===== src/hdl/assert_macros.svh =====
// Assertion helpers used by the parser top level.
`ifndef ASSERT_MACROS_SVH
`define ASSERT_MACROS_SVH

// Same-cycle implication, checked outside reset.
`define MTCP_ASSERT_NOW(label, clk, rst, ante, cons, msg) \
   label: assert property (@(posedge clk) disable iff (rst) (ante) |-> (cons)) \
      else $error(msg);

// Next-cycle implication, checked outside reset.
`define MTCP_ASSERT_NEXT(label, clk, rst, ante, cons, msg) \
   label: assert property (@(posedge clk) disable iff (rst) (ante) |=> (cons)) \
      else $error(msg);

`endif


===== src/hdl/mtcp_pkg.sv =====
package mtcp_pkg;

   localparam int unsigned PayloadBufferDefault = 512;
   localparam int unsigned VlqMaxBytes = 4;
   localparam int unsigned VlqW = 7 * VlqMaxBytes;
   localparam int unsigned TickW = 32;
   localparam int unsigned TempoW = 24;
   localparam int unsigned IndexW = 9;

   localparam logic [TempoW-1:0] TempoDefault = 24'd500000;

   localparam logic [7:0] StatusSysex = 8'hF0;
   localparam logic [7:0] StatusEscape = 8'hF7;
   localparam logic [7:0] StatusMeta = 8'hFF;
   localparam logic [7:0] MetaSetTempo = 8'h51;

   localparam logic [1:0] KindChannel = 2'd0;
   localparam logic [1:0] KindSysex = 2'd1;
   localparam logic [1:0] KindMeta = 2'd2;

   typedef enum logic [2:0] {
      PH_DELTA,
      PH_STATUS,
      PH_MTYPE,
      PH_LEN,
      PH_PAYLOAD,
      PH_DATA1,
      PH_DATA2
   } phase_type;

   typedef struct packed {
      logic [7:0] track_byte;
      logic       track_start;
      logic       track_end;
   } req_beat_type;

   typedef struct packed {
      logic [TickW-1:0]  event_tick;
      logic [1:0]        event_kind;
      logic [7:0]        status_byte;
      logic [7:0]        meta_code;
      logic [7:0]        first_data;
      logic [7:0]        second_data;
      logic [1:0]        event_length;
      logic [7:0]        payload_byte;
      logic              payload_valid;
      logic [IndexW-1:0] payload_index;
      logic              event_end;
      logic [TempoW-1:0] quarter_tempo;
   } rsp_beat_type;

   // Number of data bytes that follow a channel status.
   function automatic logic [1:0] data_need(input logic [7:0] status);
      logic [1:0] need;
      unique case (status[7:4])
         4'h8, 4'h9, 4'hA, 4'hB, 4'hE: need = 2'd2;
         4'hC, 4'hD:                   need = 2'd1;
         default:                      need = 2'd0;
      endcase
      return need;
   endfunction

endpackage


===== src/hdl/mtcp_core.sv =====
module mtcp_core #(
   parameter int unsigned PAYLOAD_BUFFER = mtcp_pkg::PayloadBufferDefault
) (
   input  logic                   clock,
   input  logic                   reset,
   input  logic                   beat_valid,
   input  mtcp_pkg::req_beat_type beat,
   output logic                   result_valid,
   output mtcp_pkg::rsp_beat_type result
);
   import mtcp_pkg::*;

   localparam int unsigned PosW = $clog2(PAYLOAD_BUFFER);
   localparam logic [PosW-1:0] PosMax = PosW'(PAYLOAD_BUFFER - 1);
   localparam logic [PosW-1:0] CapSysex = PosW'(PAYLOAD_BUFFER - 1);
   localparam logic [PosW-1:0] CapMeta = PosW'(PAYLOAD_BUFFER - 2);

   phase_type         phase_ff, phase_in;
   logic [VlqW-1:0]   vlq_ff, vlq_in;
   logic [2:0]        vcnt_ff, vcnt_in;
   logic [TickW-1:0]  tick_ff, tick_in;
   logic [7:0]        run_ff, run_in;
   logic [7:0]        cur_ff, cur_in;
   logic [7:0]        meta_ff, meta_in;
   logic [7:0]        held_ff, held_in;
   logic [VlqW-1:0]   left_ff, left_in;
   logic [PosW-1:0]   pos_ff, pos_in;
   logic [TempoW-1:0] tempo_ff, tempo_in;
   logic [TempoW-1:0] gather_ff, gather_in;

   // State as seen by this byte, after a track start has cleared it.
   phase_type         phase;
   logic [VlqW-1:0]   vlq;
   logic [2:0]        vcnt;
   logic [TickW-1:0]  tick;
   logic [7:0]        run;
   logic [7:0]        cur;
   logic [7:0]        meta;
   logic [7:0]        held;
   logic [VlqW-1:0]   left;
   logic [PosW-1:0]   pos;
   logic [TempoW-1:0] tempo;
   logic [TempoW-1:0] gather;

   logic [7:0]      b;
   logic            fin;
   logic [VlqW-1:0] vlq_shift;
   logic [2:0]      vcnt_inc;
   logic            take_done;
   logic [VlqW-1:0] fresh;
   logic            redelta;
   logic            consumed;
   logic [7:0]      rs;
   logic [1:0]      need;
   logic [PosW-1:0] cap;
   logic            store;
   logic            last;

   logic            put;
   logic            put_chan;
   logic [1:0]      chan_len;
   logic [7:0]      chan_d1;
   logic [7:0]      chan_d2;
   logic            blk_valid;
   logic [PosW-1:0] blk_idx;
   logic            blk_last;

   always_comb begin
      phase = phase_ff;
      vlq = vlq_ff;
      vcnt = vcnt_ff;
      tick = tick_ff;
      run = run_ff;
      cur = cur_ff;
      meta = meta_ff;
      held = held_ff;
      left = left_ff;
      pos = pos_ff;
      tempo = tempo_ff;
      gather = gather_ff;
      if (beat.track_start) begin
         phase = PH_DELTA;
         vlq = '0;
         vcnt = '0;
         tick = '0;
         run = '0;
         cur = '0;
         meta = '0;
         held = '0;
         left = '0;
         pos = '0;
         tempo = TempoDefault;
         gather = '0;
      end

      b = beat.track_byte;
      fin = beat.track_end;
      vlq_shift = {vlq[VlqW-8:0], b[6:0]};
      vcnt_inc = vcnt + 3'd1;
      take_done = !b[7] || (vcnt_inc >= 3'(VlqMaxBytes));
      fresh = VlqW'(b[6:0]);

      phase_in = phase;
      vlq_in = vlq;
      vcnt_in = vcnt;
      tick_in = tick;
      run_in = run;
      cur_in = cur;
      meta_in = meta;
      held_in = held;
      left_in = left;
      pos_in = pos;
      tempo_in = tempo;
      gather_in = gather;

      redelta = 1'b0;
      consumed = b[7];
      rs = consumed ? b : run;
      need = 2'd0;
      cap = (cur == StatusMeta) ? CapMeta : CapSysex;
      store = pos < cap;
      last = 1'b0;

      put = 1'b0;
      put_chan = 1'b0;
      chan_len = 2'd0;
      chan_d1 = '0;
      chan_d2 = '0;
      blk_valid = 1'b0;
      blk_idx = '0;
      blk_last = 1'b0;

      unique case (phase)
         PH_DELTA: begin
            if (take_done || fin) begin
               tick_in = tick + 32'(vlq_shift);
               vlq_in = '0;
               vcnt_in = '0;
               phase_in = PH_STATUS;
            end else begin
               vlq_in = vlq_shift;
               vcnt_in = vcnt_inc;
            end
         end
         PH_STATUS: begin
            if (b == StatusSysex || b == StatusEscape) begin
               run_in = '0;
               cur_in = b;
               meta_in = '0;
               vlq_in = '0;
               vcnt_in = '0;
               if (fin) begin
                  put = 1'b1;
                  blk_last = 1'b1;
                  phase_in = PH_DELTA;
               end else begin
                  phase_in = PH_LEN;
               end
            end else if (b == StatusMeta) begin
               run_in = '0;
               cur_in = b;
               meta_in = '0;
               phase_in = fin ? PH_DELTA : PH_MTYPE;
            end else begin
               run_in = rs;
               cur_in = rs;
               need = data_need(rs);
               phase_in = PH_DELTA;
               if (need == 2'd0) begin
                  put = 1'b1;
                  put_chan = 1'b1;
                  chan_len = 2'd1;
                  redelta = !consumed;
               end else if (consumed) begin
                  if (fin) begin
                     put = 1'b1;
                     put_chan = 1'b1;
                  end else begin
                     phase_in = PH_DATA1;
                  end
               end else if (need == 2'd1) begin
                  put = 1'b1;
                  put_chan = 1'b1;
                  chan_len = 2'd2;
                  chan_d1 = b;
               end else if (fin) begin
                  put = 1'b1;
                  put_chan = 1'b1;
                  redelta = 1'b1;
               end else begin
                  held_in = b;
                  phase_in = PH_DATA2;
               end
            end
         end
         PH_MTYPE: begin
            meta_in = b;
            vlq_in = '0;
            vcnt_in = '0;
            if (fin) begin
               put = 1'b1;
               blk_last = 1'b1;
               phase_in = PH_DELTA;
            end else begin
               phase_in = PH_LEN;
            end
         end
         PH_LEN: begin
            vlq_in = vlq_shift;
            vcnt_in = vcnt_inc;
            if (fin) begin
               put = 1'b1;
               blk_last = 1'b1;
               phase_in = PH_DELTA;
            end else if (take_done) begin
               left_in = vlq_shift;
               pos_in = '0;
               gather_in = '0;
               if (vlq_shift == '0) begin
                  put = 1'b1;
                  blk_last = 1'b1;
                  phase_in = PH_DELTA;
               end else begin
                  phase_in = PH_PAYLOAD;
               end
            end
            if (take_done || fin) begin
               vlq_in = '0;
               vcnt_in = '0;
            end
         end
         PH_PAYLOAD: begin
            // The tempo is the first three payload bytes of a Set Tempo event, taken while the tempo holds its default.
            if (cur == StatusMeta && meta == MetaSetTempo && pos < PosW'(3)) begin
               gather_in = {gather[TempoW-9:0], b};
               if (pos == PosW'(2) && tempo == TempoDefault) begin
                  tempo_in = {gather[TempoW-9:0], b};
               end
            end
            if (left != '0) begin
               left_in = left - VlqW'(1);
            end
            if (pos != PosMax) begin
               pos_in = pos + PosW'(1);
            end
            last = (left_in == '0) || fin;
            if (store || last) begin
               put = 1'b1;
               blk_valid = store;
               blk_idx = pos;
               blk_last = last;
            end
            if (last) begin
               phase_in = PH_DELTA;
            end
         end
         PH_DATA1: begin
            phase_in = PH_DELTA;
            need = data_need(cur);
            if (need == 2'd1) begin
               put = 1'b1;
               put_chan = 1'b1;
               chan_len = 2'd2;
               chan_d1 = b;
            end else if (fin) begin
               put = 1'b1;
               put_chan = 1'b1;
               redelta = 1'b1;
            end else begin
               held_in = b;
               phase_in = PH_DATA2;
            end
         end
         PH_DATA2: begin
            put = 1'b1;
            put_chan = 1'b1;
            chan_len = 2'd3;
            chan_d1 = held;
            chan_d2 = b;
            phase_in = PH_DELTA;
         end
         default: begin
            redelta = 1'b1;
         end
      endcase

      // A byte that the channel event did not take starts the next delta.
      if (redelta) begin
         if (!b[7] || fin) begin
            tick_in = tick + 32'(fresh);
            vlq_in = '0;
            vcnt_in = '0;
            phase_in = PH_STATUS;
         end else begin
            vlq_in = fresh;
            vcnt_in = 3'd1;
            phase_in = PH_DELTA;
         end
      end

      if (fin) begin
         phase_in = PH_DELTA;
         vlq_in = '0;
         vcnt_in = '0;
         left_in = '0;
         pos_in = '0;
      end
   end

   always_comb begin
      result_valid = beat_valid && put;
      result.event_tick = tick;
      result.status_byte = cur_in;
      result.quarter_tempo = tempo_in;
      if (put_chan) begin
         result.event_kind = KindChannel;
         result.meta_code = '0;
         result.first_data = chan_d1;
         result.second_data = chan_d2;
         result.event_length = chan_len;
         result.payload_byte = '0;
         result.payload_valid = 1'b0;
         result.payload_index = '0;
         result.event_end = 1'b1;
      end else begin
         result.event_kind = (cur_in == StatusMeta) ? KindMeta : KindSysex;
         result.meta_code = (cur_in == StatusMeta) ? meta_in : '0;
         result.first_data = '0;
         result.second_data = '0;
         result.event_length = 2'd0;
         result.payload_byte = blk_valid ? b : '0;
         result.payload_valid = blk_valid;
         result.payload_index = blk_valid ? IndexW'(blk_idx) : '0;
         result.event_end = blk_last;
      end
   end

   always_ff @(posedge clock) begin
      if (reset) begin
         phase_ff <= PH_DELTA;
         vlq_ff <= '0;
         vcnt_ff <= '0;
         tick_ff <= '0;
         run_ff <= '0;
         cur_ff <= '0;
         meta_ff <= '0;
         held_ff <= '0;
         left_ff <= '0;
         pos_ff <= '0;
         tempo_ff <= TempoDefault;
         gather_ff <= '0;
      end else if (beat_valid) begin
         phase_ff <= phase_in;
         vlq_ff <= vlq_in;
         vcnt_ff <= vcnt_in;
         tick_ff <= tick_in;
         run_ff <= run_in;
         cur_ff <= cur_in;
         meta_ff <= meta_in;
         held_ff <= held_in;
         left_ff <= left_in;
         pos_ff <= pos_in;
         tempo_ff <= tempo_in;
         gather_ff <= gather_in;
      end
   end

endmodule


===== src/hdl/midi_track_chunk_parser.sv =====
// Channel   Direction  Handshake            Beat
// req_      in         req_valid/req_ready  req_beat: one track byte, start and end flags
// rsp_      out        rsp_valid/rsp_ready  rsp_beat: one event or payload result
//
// A byte is registered on acceptance and parsed while the skid entry is empty; its
// result is registered. One byte per cycle is sustained while the skid entry is empty.
// The result side has an output register and one skid entry. While the skid entry
// is full the parser holds, and req_ready drops once the input register holds a byte.
// Reset is synchronous and returns the parser to the delta phase, tempo 500000.
`include "assert_macros.svh"

module midi_track_chunk_parser #(
   parameter int unsigned PAYLOAD_BUFFER = mtcp_pkg::PayloadBufferDefault
) (
   input  logic                   clock,
   input  logic                   reset,
   input  logic                   req_valid,
   output logic                   req_ready,
   input  mtcp_pkg::req_beat_type req_beat,
   output logic                   rsp_valid,
   input  logic                   rsp_ready,
   output mtcp_pkg::rsp_beat_type rsp_beat
);
   import mtcp_pkg::*;

   logic         in_valid_ff;
   req_beat_type in_beat_ff;
   logic         out_valid_ff;
   rsp_beat_type out_beat_ff;
   logic         skid_valid_ff;
   rsp_beat_type skid_beat_ff;

   logic         advance;
   logic         core_valid;
   rsp_beat_type core_result;
   logic         push;
   logic         pop;

   assign advance = in_valid_ff && !skid_valid_ff;
   assign req_ready = !in_valid_ff || !skid_valid_ff;
   assign push = core_valid;
   assign pop = out_valid_ff && rsp_ready;
   assign rsp_valid = out_valid_ff;
   assign rsp_beat = out_beat_ff;

   mtcp_core #(
      .PAYLOAD_BUFFER(PAYLOAD_BUFFER)
   ) u_core (
      .clock       (clock),
      .reset       (reset),
      .beat_valid  (advance),
      .beat        (in_beat_ff),
      .result_valid(core_valid),
      .result      (core_result)
   );

   always_ff @(posedge clock) begin
      if (reset) begin
         in_valid_ff <= 1'b0;
      end else if (req_valid && req_ready) begin
         in_valid_ff <= 1'b1;
      end else if (advance) begin
         in_valid_ff <= 1'b0;
      end
   end

   always_ff @(posedge clock) begin
      if (req_valid && req_ready) begin
         in_beat_ff <= req_beat;
      end
   end

   always_ff @(posedge clock) begin
      if (reset) begin
         out_valid_ff <= 1'b0;
         skid_valid_ff <= 1'b0;
      end else if (pop) begin
         if (skid_valid_ff) begin
            skid_valid_ff <= 1'b0;
         end else begin
            out_valid_ff <= push;
         end
      end else if (!out_valid_ff) begin
         out_valid_ff <= push;
      end else if (push) begin
         skid_valid_ff <= 1'b1;
      end
   end

   always_ff @(posedge clock) begin
      if (pop && skid_valid_ff) begin
         out_beat_ff <= skid_beat_ff;
      end else if (push && (pop || !out_valid_ff)) begin
         out_beat_ff <= core_result;
      end
      if (push && out_valid_ff && !pop) begin
         skid_beat_ff <= core_result;
      end
   end

   `MTCP_ASSERT_NOW(a_skid_behind_out, clock, reset, skid_valid_ff, out_valid_ff,
      "skid entry without output entry")
   `MTCP_ASSERT_NEXT(a_stall_fills_skid, clock, reset, push && out_valid_ff && !rsp_ready,
      skid_valid_ff, "stalled result was dropped")
   `MTCP_ASSERT_NEXT(a_byte_consumed, clock, reset, advance,
      !in_valid_ff || $past(req_valid && req_ready), "parsed byte was not retired")
   `MTCP_ASSERT_NOW(a_channel_closes, clock, reset,
      rsp_valid && rsp_beat.event_kind == KindChannel,
      rsp_beat.event_end && !rsp_beat.payload_valid, "channel result malformed")

endmodule


===== config.mk =====
export PLATFORM = sky130hd
export DESIGN_NAME = midi_track_chunk_parser
export DESIGN_NICKNAME = d
export VERILOG_FILES = /design/src/hdl/mtcp_pkg.sv /design/src/hdl/mtcp_core.sv /design/src/hdl/midi_track_chunk_parser.sv
export VERILOG_INCLUDE_DIRS = /design/src /design/src/hdl
export SDC_FILE = /design/constraint.sdc
export NUM_CORES = 1
export LEC_CHECK = 0
export ABC_AREA = 1
export BUFFER_PORTS_ARGS = -buffer_cell sky130_fd_sc_hd__buf_4
export CORE_MARGIN = 2
export CORE_UTILIZATION = 50
export DETAILED_ROUTE_END_ITERATION = 10
export PLACE_DENSITY = 0.67
export SKIP_CTS_REPAIR_TIMING = 1
export SLEW_MARGIN = 20
export SYNTH_ARGS = -nofsm -noshare
export SYNTH_HDL_FRONTEND = slang
export SYNTH_HIERARCHICAL = 1
export SYNTH_SLANG_ARGS = --single-unit

===== constraint.sdc =====
create_clock -name clock -period 22.3 [get_ports clock]
set_clock_uncertainty 0.1 [all_clocks]
set_input_delay 0 -clock clock [delete_from_list [all_inputs] [get_ports clock]]
set_output_delay 0 -clock clock [all_outputs]
set_load 0.01 [all_outputs]

Word-level counts from Yosys, hierarchy flattened
Cells that the tools add are included.
{"block": "word_totals", "ff_bits": 418, "in_bits": 14, "out_inout_bits": 113, "wordCells": 261}
{"block": "op_classes", "addsub": 5, "n_lt_le_gt_ge": 3, "eq_ne": 32, "mux": 140, "n_reduce_logical": 39}
{"cell": "$mux W28", "n": 10}
{"cell": "$mux W8", "n": 29}
{"cell": "$mux W111", "n": 2}
{"cell": "$mux W24", "n": 8}
{"cell": "$mux W32", "n": 5}
{"cell": "$pmux W28 S3", "n": 1}
{"cell": "$mux W9", "n": 7}
{"cell": "$eq A4 B4 Y1 const B", "n": 14}
{"cell": "$logic_not A28 Y1", "n": 2}
{"cell": "$pmux W28 S2", "n": 1}
{"cell": "$mux W3", "n": 18}
{"cell": "$pmux W24 S2", "n": 1}
{"cell": "$mux W45", "n": 1}
{"cell": "$eq A8 B8 Y1 const B", "n": 5}
{"cell": "$add A32 B28 Y32", "n": 1}
{"cell": "$add A32 B7 Y32", "n": 1}
{"cell": "$pmux W8 S2", "n": 2}
{"cell": "$mux W1", "n": 30}
{"cell": "$reduce_bool A28 Y1", "n": 1}
{"cell": "$sub A28 B1 Y28 const B", "n": 1}
{"cell": "$eq A24 B19 Y1 const B", "n": 1}
{"cell": "$mux W2", "n": 12}
{"cell": "$pmux W8 S3", "n": 1}
{"cell": "$pmux W3 S7", "n": 1}
{"cell": "30 further kinds", "n": 64}

Logic depth before layout (Yosys ltp)
{"block": "logic_depth", "word_depth": 19, "mapped_depth": 28, "mapped_depth_nobuf": 24}

Hierarchy
The synthesis kept the hierarchy.
{"mod": "mtcp_core", "n_inst": 1, "cells_each": 2342, "area_each_um2": 13491.7, "seq_area_each_um2": 3363.2}
{"mod": "midi_track_chunk_parser", "n_inst": 1, "cells_each": 614, "area_each_um2": 8534.4, "seq_area_each_um2": 7026.7}

Worst setup path before layout
No wires, ideal clock.
{"block": "synth_path", "kind": "register to register", "startpoint": "register in_beat_ff[1] (netlist name)", "endpoint": "register skid_beat_ff[0] (netlist name) (enable)", "setup_ns": 0.582, "t_arrival_ns": 7.454, "required_time_ns": 21.618, "setup_slack_ns": 14.164, "path_stages_with_launch": 24, "n_path_buf": 7, "synth_period_minus_slack_ns": 8.136, "path_cell_list": "edfxtp_1 -> inv_2 -> buf_6 -> buf_4 -> buf_6 -> buf_6 -> buf_2 -> buf_2 -> buf_1 -> nand2_1 -> inv_1 -> ha_1 -> xor2_1 -> nand2_1 -> inv_1 -> nor2_1 -> nand2_1 -> o21ai_0 -> inv_1 -> nand2_1 -> o21ai_1 -> inv_1 -> inv_1 -> nor2_1"}
{"block": "synth_via", "elab_chain_cells": 18, "elab_cells_between_ends": 69, "cone_classes": "add/sub: 2; order compare: 2; eq/ne: 23; mux: 28; reduce/logical: 14"}
{"item": "from (decl)", "line": "midi_track_chunk_parser.sv:27", "source": "req_beat_type in_beat_ff;"}
{"item": "from (signal assigned)", "line": "midi_track_chunk_parser.sv:69", "source": "in_beat_ff <= req_beat;"}
{"item": "$mux W8", "line": "mtcp_core.sv:81", "source": "if (beat.track_start) begin"}
{"item": "$mux W8", "line": "mtcp_core.sv:118", "source": "rs = consumed ? b : run;"}
{"item": "$eq A4 B4 Y1", "line": "mtcp_pkg.sv:55", "source": "unique case (status[7:4])"}
{"item": "$reduce_or A5 Y1 / $reduce_or A2 Y1 (equally long branches)", "line": "mtcp_pkg.sv:55"}
{"item": "$pmux W2 S2", "line": "mtcp_pkg.sv:55"}
{"item": "$mux W2", "line": "mtcp_core.sv:159", "source": "end else if (b == StatusMeta) begin"}
{"item": "$mux W2", "line": "mtcp_core.sv:146", "source": "if (b == StatusSysex || b == StatusEscape) begin"}
{"item": "$mux W2", "line": "mtcp_core.sv:133", "source": "unique case (phase)"}
{"item": "[2 not listed]"}
{"item": "$mux W1", "line": "mtcp_core.sv:174", "source": "end else if (consumed) begin"}
{"item": "$mux W1", "line": "mtcp_core.sv:169", "source": "if (need == 2'd0) begin"}
{"item": "$mux W1", "line": "mtcp_core.sv:159"}
{"item": "$mux W1", "line": "mtcp_core.sv:146"}
{"item": "$pmux W1 S6 (*)", "line": "mtcp_core.sv:133"}
{"item": "$logic_and A1 B1 Y1 (*)", "line": "mtcp_core.sv:311", "source": "result_valid = beat_valid && put;"}
{"item": "net core_valid", "line": "midi_track_chunk_parser.sv:34", "source": "logic core_valid;"}
{"item": "$logic_and A1 B1 Y1 (*) (2 in a row)", "line": "midi_track_chunk_parser.sv:96", "source": "if (push && out_valid_ff && !pop) begin"}
{"item": "to (signal assigned)", "line": "midi_track_chunk_parser.sv:97", "source": "skid_beat_ff <= core_result;"}
{"item": "to (decl)", "line": "midi_track_chunk_parser.sv:31", "source": "rsp_beat_type skid_beat_ff;"}
Mark *: on every way through the listed nets, which the timed path passes. The rest lies on a longest branch. The select of a mux whose other input is x is not followed.
A chain may end at the register's enable or synchronous reset.

Final worst setup path
{"block": "layout_path", "startpoint": "register in_beat_ff[1] (netlist name)", "endpoint": "register skid_beat_ff[83] (netlist name) (enable)"}
The elaborated chain is that of the path after synthesis.

==> flow_summary_export.csv <==
group,metric,value,unit
grt,grt_max_degree,96,
final_layout,drive_above_1_share,8.33,%
pwr,p_per_area,65.6,mW/mm^2
cts,h-tree-depth,2,
floorplan,coreArea,0.0433,mm^2
synthesis,ys_seq_elements,403,
synthesis,yosysUniqueCellTypes,46,
route,vias,20435,
grt,overflow,0,
synthesis,synth-main-ff-cell,"edfxtp_1",
setup_path,crit_family,"buffers and inverters",
floorplan,start_util,50.9,%
cts,clk_latency,0.60,ns
floorplan,die_h,214,um
pwr,ir_drop,0.0000505,V
grt,grt.total_usage,28.5,%
setup_path,reg2reg_from,"in_beat_ff[1]",
synthesis,syn_nets,3004,
route,wire_per_inst,17.9,um
timing,finalCritPeriodShare,28.6,%
route,drcViolationCount,0,
synthesis,async_flop_share,0,%
synthesis,yosys_warnings,6,
synthesis,seq_area_frac_synth,47.2,%
setup_path,crit_top_cell,"inv_1",
floorplan,io_pins,127,
route,firstDrtPassIters,6,
setup_path,worst-path-buf-inv,9,
worst_hold_path,holdCritStartpoint,"req_beat[3]",
synthesis,syn-mean-instance-area,7.45,um^2
timing,relSlewSlack,34.3,%
grt,busiest_layer,"met2",
worst_hold_path,hold_path_end,"in_beat_ff[3]",
grt,grt_pass1_wl,102,mm
cts,cts_tree,"built",
cts,numCtsBuffers,44,
synthesis,synthesis.area,0.0220,mm^2
route,postRouteAntennaNets,0,
final_layout,n_antenna_cell,0,
setup_path,r2r-end,"skid_beat_ff[83]",
timing,tightest_slew,0.986,ns
setup_path,regToRegSetupSlack,15.92,ns
final_layout,syn2layout_area_growth,12.6,%
setup_path,worstSetupStartpointType,"register",
grt,use_met2,46.1,%
setup_path,cp-end-kind,"register",
floorplan,dieWidth,214,um
timing,fin_crit,6.38,ns
route,drt-vias-per-instance,5.60,
synthesis,synth_top_area_cell,"edfxtp_1",
setup_path,r2r.worst_path.cells,20,
timing,slew_viol_final,0,
route,dr.first_iter.drc_count,1899,
synthesis,synth_area_leaders,"edfxtp_1 (32%), dfxtp_1 (16%), nand2_1 (15%), o21ai_0 (5.2%), a21oi_1 (5.2%)",
synthesis,synth_top_area_share,31.6,%
setup_path,path_cells,"inv_4, buf_4, a21oi_1, inv_1, nand2_1, nand2_1, nor2_1, inv_1, nand2_1, nor2_1, o31ai_1, nand3_1, inv_1, nand3_1, o21ai_1, inv_1, inv_1, nor2_4, buf_4, buf_4",
final_layout,fillers,3988,
cts,clkTransAtPathRegs,0.06,ns
synthesis,synth_edf_count,232,
worst_hold_path,min_path_type,"primary input to register",
setup_path,arrival,6.50,ns
cts,cts_root_buffer,"clkbuf_16",
timing,hold_viol_final,0,
synthesis,synthTopCellsByCount,"nand2_1 (909), inv_1 (283), nor2_1 (283)",
timing,setup-violations-final,0,
outcome,outcome,"finished, final reports clean",
cts,cts.sinks,403,
final_layout,nets,3074,
grt,grt_pass1_vias,18946,
synthesis,yosysMostFrequentCell,"nand2_1",
grt,met3_usage,4.28,%
run,max_cap_viol_count,0,
route,postRouteWirelength,65.3,mm
placed_design,gp_congestion,0.940,
synthesis,syn_inst,2956,
final_layout,utilization,57.3,%
setup_path,path_class,"register to register",
placed_design,dp.final_hpwl,44.8,mm
floorplan,rows,76,
setup_path,cp_max_fo,87,
setup_path,required,22.41,ns
placed_design,port_buffers,126,
setup_path,critPathSlowestCell,"buf_4",
timing,rsz0062_at_grt,"no",
grt,met1_usage,38.6,%
cts,clk_path_buf_depth,3,
floorplan,die-area,0.0457,mm^2
pwr,p_leak,10.4,nW
setup_path,max_stage_delay,0.67,ns
timing,fmax,157,MHz
grt,antenna_found_initial,2,
worst_hold_path,hold_path_depth,2,
timing,tns,0,ns
-- metal layers --
| layer | vias up | share of wire [%] |
|---|---|---|
| li1 | 9980 | - |
| met1 | 9544 | 44 |
| met2 | 780 | 46 |
| met3 | 131 | 7.1 |
| met4 | 0 | 3.4 |
| met5 | - | 0 |
-- placed cells by master, fill, tap and decap left out, types with 3 or more instances in the layout --
master / instances
o21ai_1: 37
ha_1: 33
o21bai_1: 6
clkinvlp_4: 4
nor4_1: 18
clkinv_1: 12
a41oi_1: 3
a21boi_0: 5
inv_1: 283
xnor2_1: 9
a21oi_1: 229
nor2_2: 8
nor3_1: 26
nor2_1: 279
o221ai_1: 10
clkbuf_16: 45
dfxtp_1: 171
buf_4: 145
nand4_1: 33
o2111ai_1: 8
o211ai_1: 25
clkinv_2: 5
or2_2: 6
nand2_1: 908
nand2_2: 6
xor2_1: 16
nand3_1: 121
o21ai_0: 231
edfxtp_1: 232
clkbuf_1: 14
o31ai_1: 3
clkbuf_8: 3
nor2_4: 5
bufinv_16: 3
o22ai_1: 51
inv_2: 17
dlygate4sd3_1: 15
a31oi_1: 18
-- registers in the layout (all words and copies together), names as in the netlist, 8 cells and up --
register / count
rsp_beat: 111
skid_beat_ff: 111
u_core/tick_ff: 32
u_core/left_ff: 28
u_core/tempo_ff: 24
u_core/vlq_ff: 21
u_core/gather_ff: 16
in_beat_ff: 10
u_core/pos_ff: 9
u_core/cur_ff: 8
u_core/held_ff: 8
u_core/meta_ff: 8
u_core/run_ff: 8
-- final cells by class --
type                            instances  area [um^2]  share of cell area, %
Sequential cell                       403        10400                   41.9
Multi-Input combinational cell       2109         9850                   39.7
Timing Repair Buffer                  160         1240                   4.99
Clock buffer                           62         1220                   4.92
Inverter                              308         1160                   4.69
Tap cell                              585          732                   2.95
Clock inverter                         20          213                  0.857
-- stage by stage --
| step | std cells | total power (W) | area (um^2) | worst slack (ns) | hold WS [ns] |
|---|---|---|---|---|---|
| global placement | 3550 | 0.000912 | 23200 | 16.13 | 0.0812 |
| floorplan | 2956 | 0.000883 | 22000 | 14.16 | -0.0309 |
| CTS | 3632 | 0.00164 | 24700 | 15.95 | -0.540 |
| detailed placement | 3550 | 0.000914 | 23200 | 15.99 | 0.0823 |
| global route | 3647 | 0.00168 | 24800 | 15.49 | 0.0275 |
| finish | 3647 | 0.00163 | 24800 | 15.92 | 0.0428 |
-- cells by family after synthesis --
family | share of synthesized area (%)
flops | 47.2
xor+xnor | 0.994
fa+ha+maj | 1.97
buf+inv | 8.21
compound gates | 15.6
simple gates | 26.0
-- where the power goes --
part	total [W]	switching, W	internal [W]
Sequential	0.000802	0.00000854	0.000793
Clock	0.000726	0.000308	0.000419
Combinational	0.000100	0.0000729	0.0000275
-- worst max path at each step --
stage	start	endpoint	slack, ns	depth (start not counted)
after detailed placement	in_beat_ff[1]	skid_beat_ff[82]	15.99	20
after global routing	in_beat_ff[1]	skid_beat_ff[84]	15.49	20
after global placement	in_beat_ff[1]	skid_beat_ff[110]	16.13	20
after CTS	in_beat_ff[1]	skid_beat_ff[83]	15.95	20
final	in_beat_ff[1]	skid_beat_ff[83]	15.92	20
after floorplan	in_beat_ff[1]	skid_beat_ff[0]	14.16	23
Note: power is estimated with default switching activity, not from simulation.
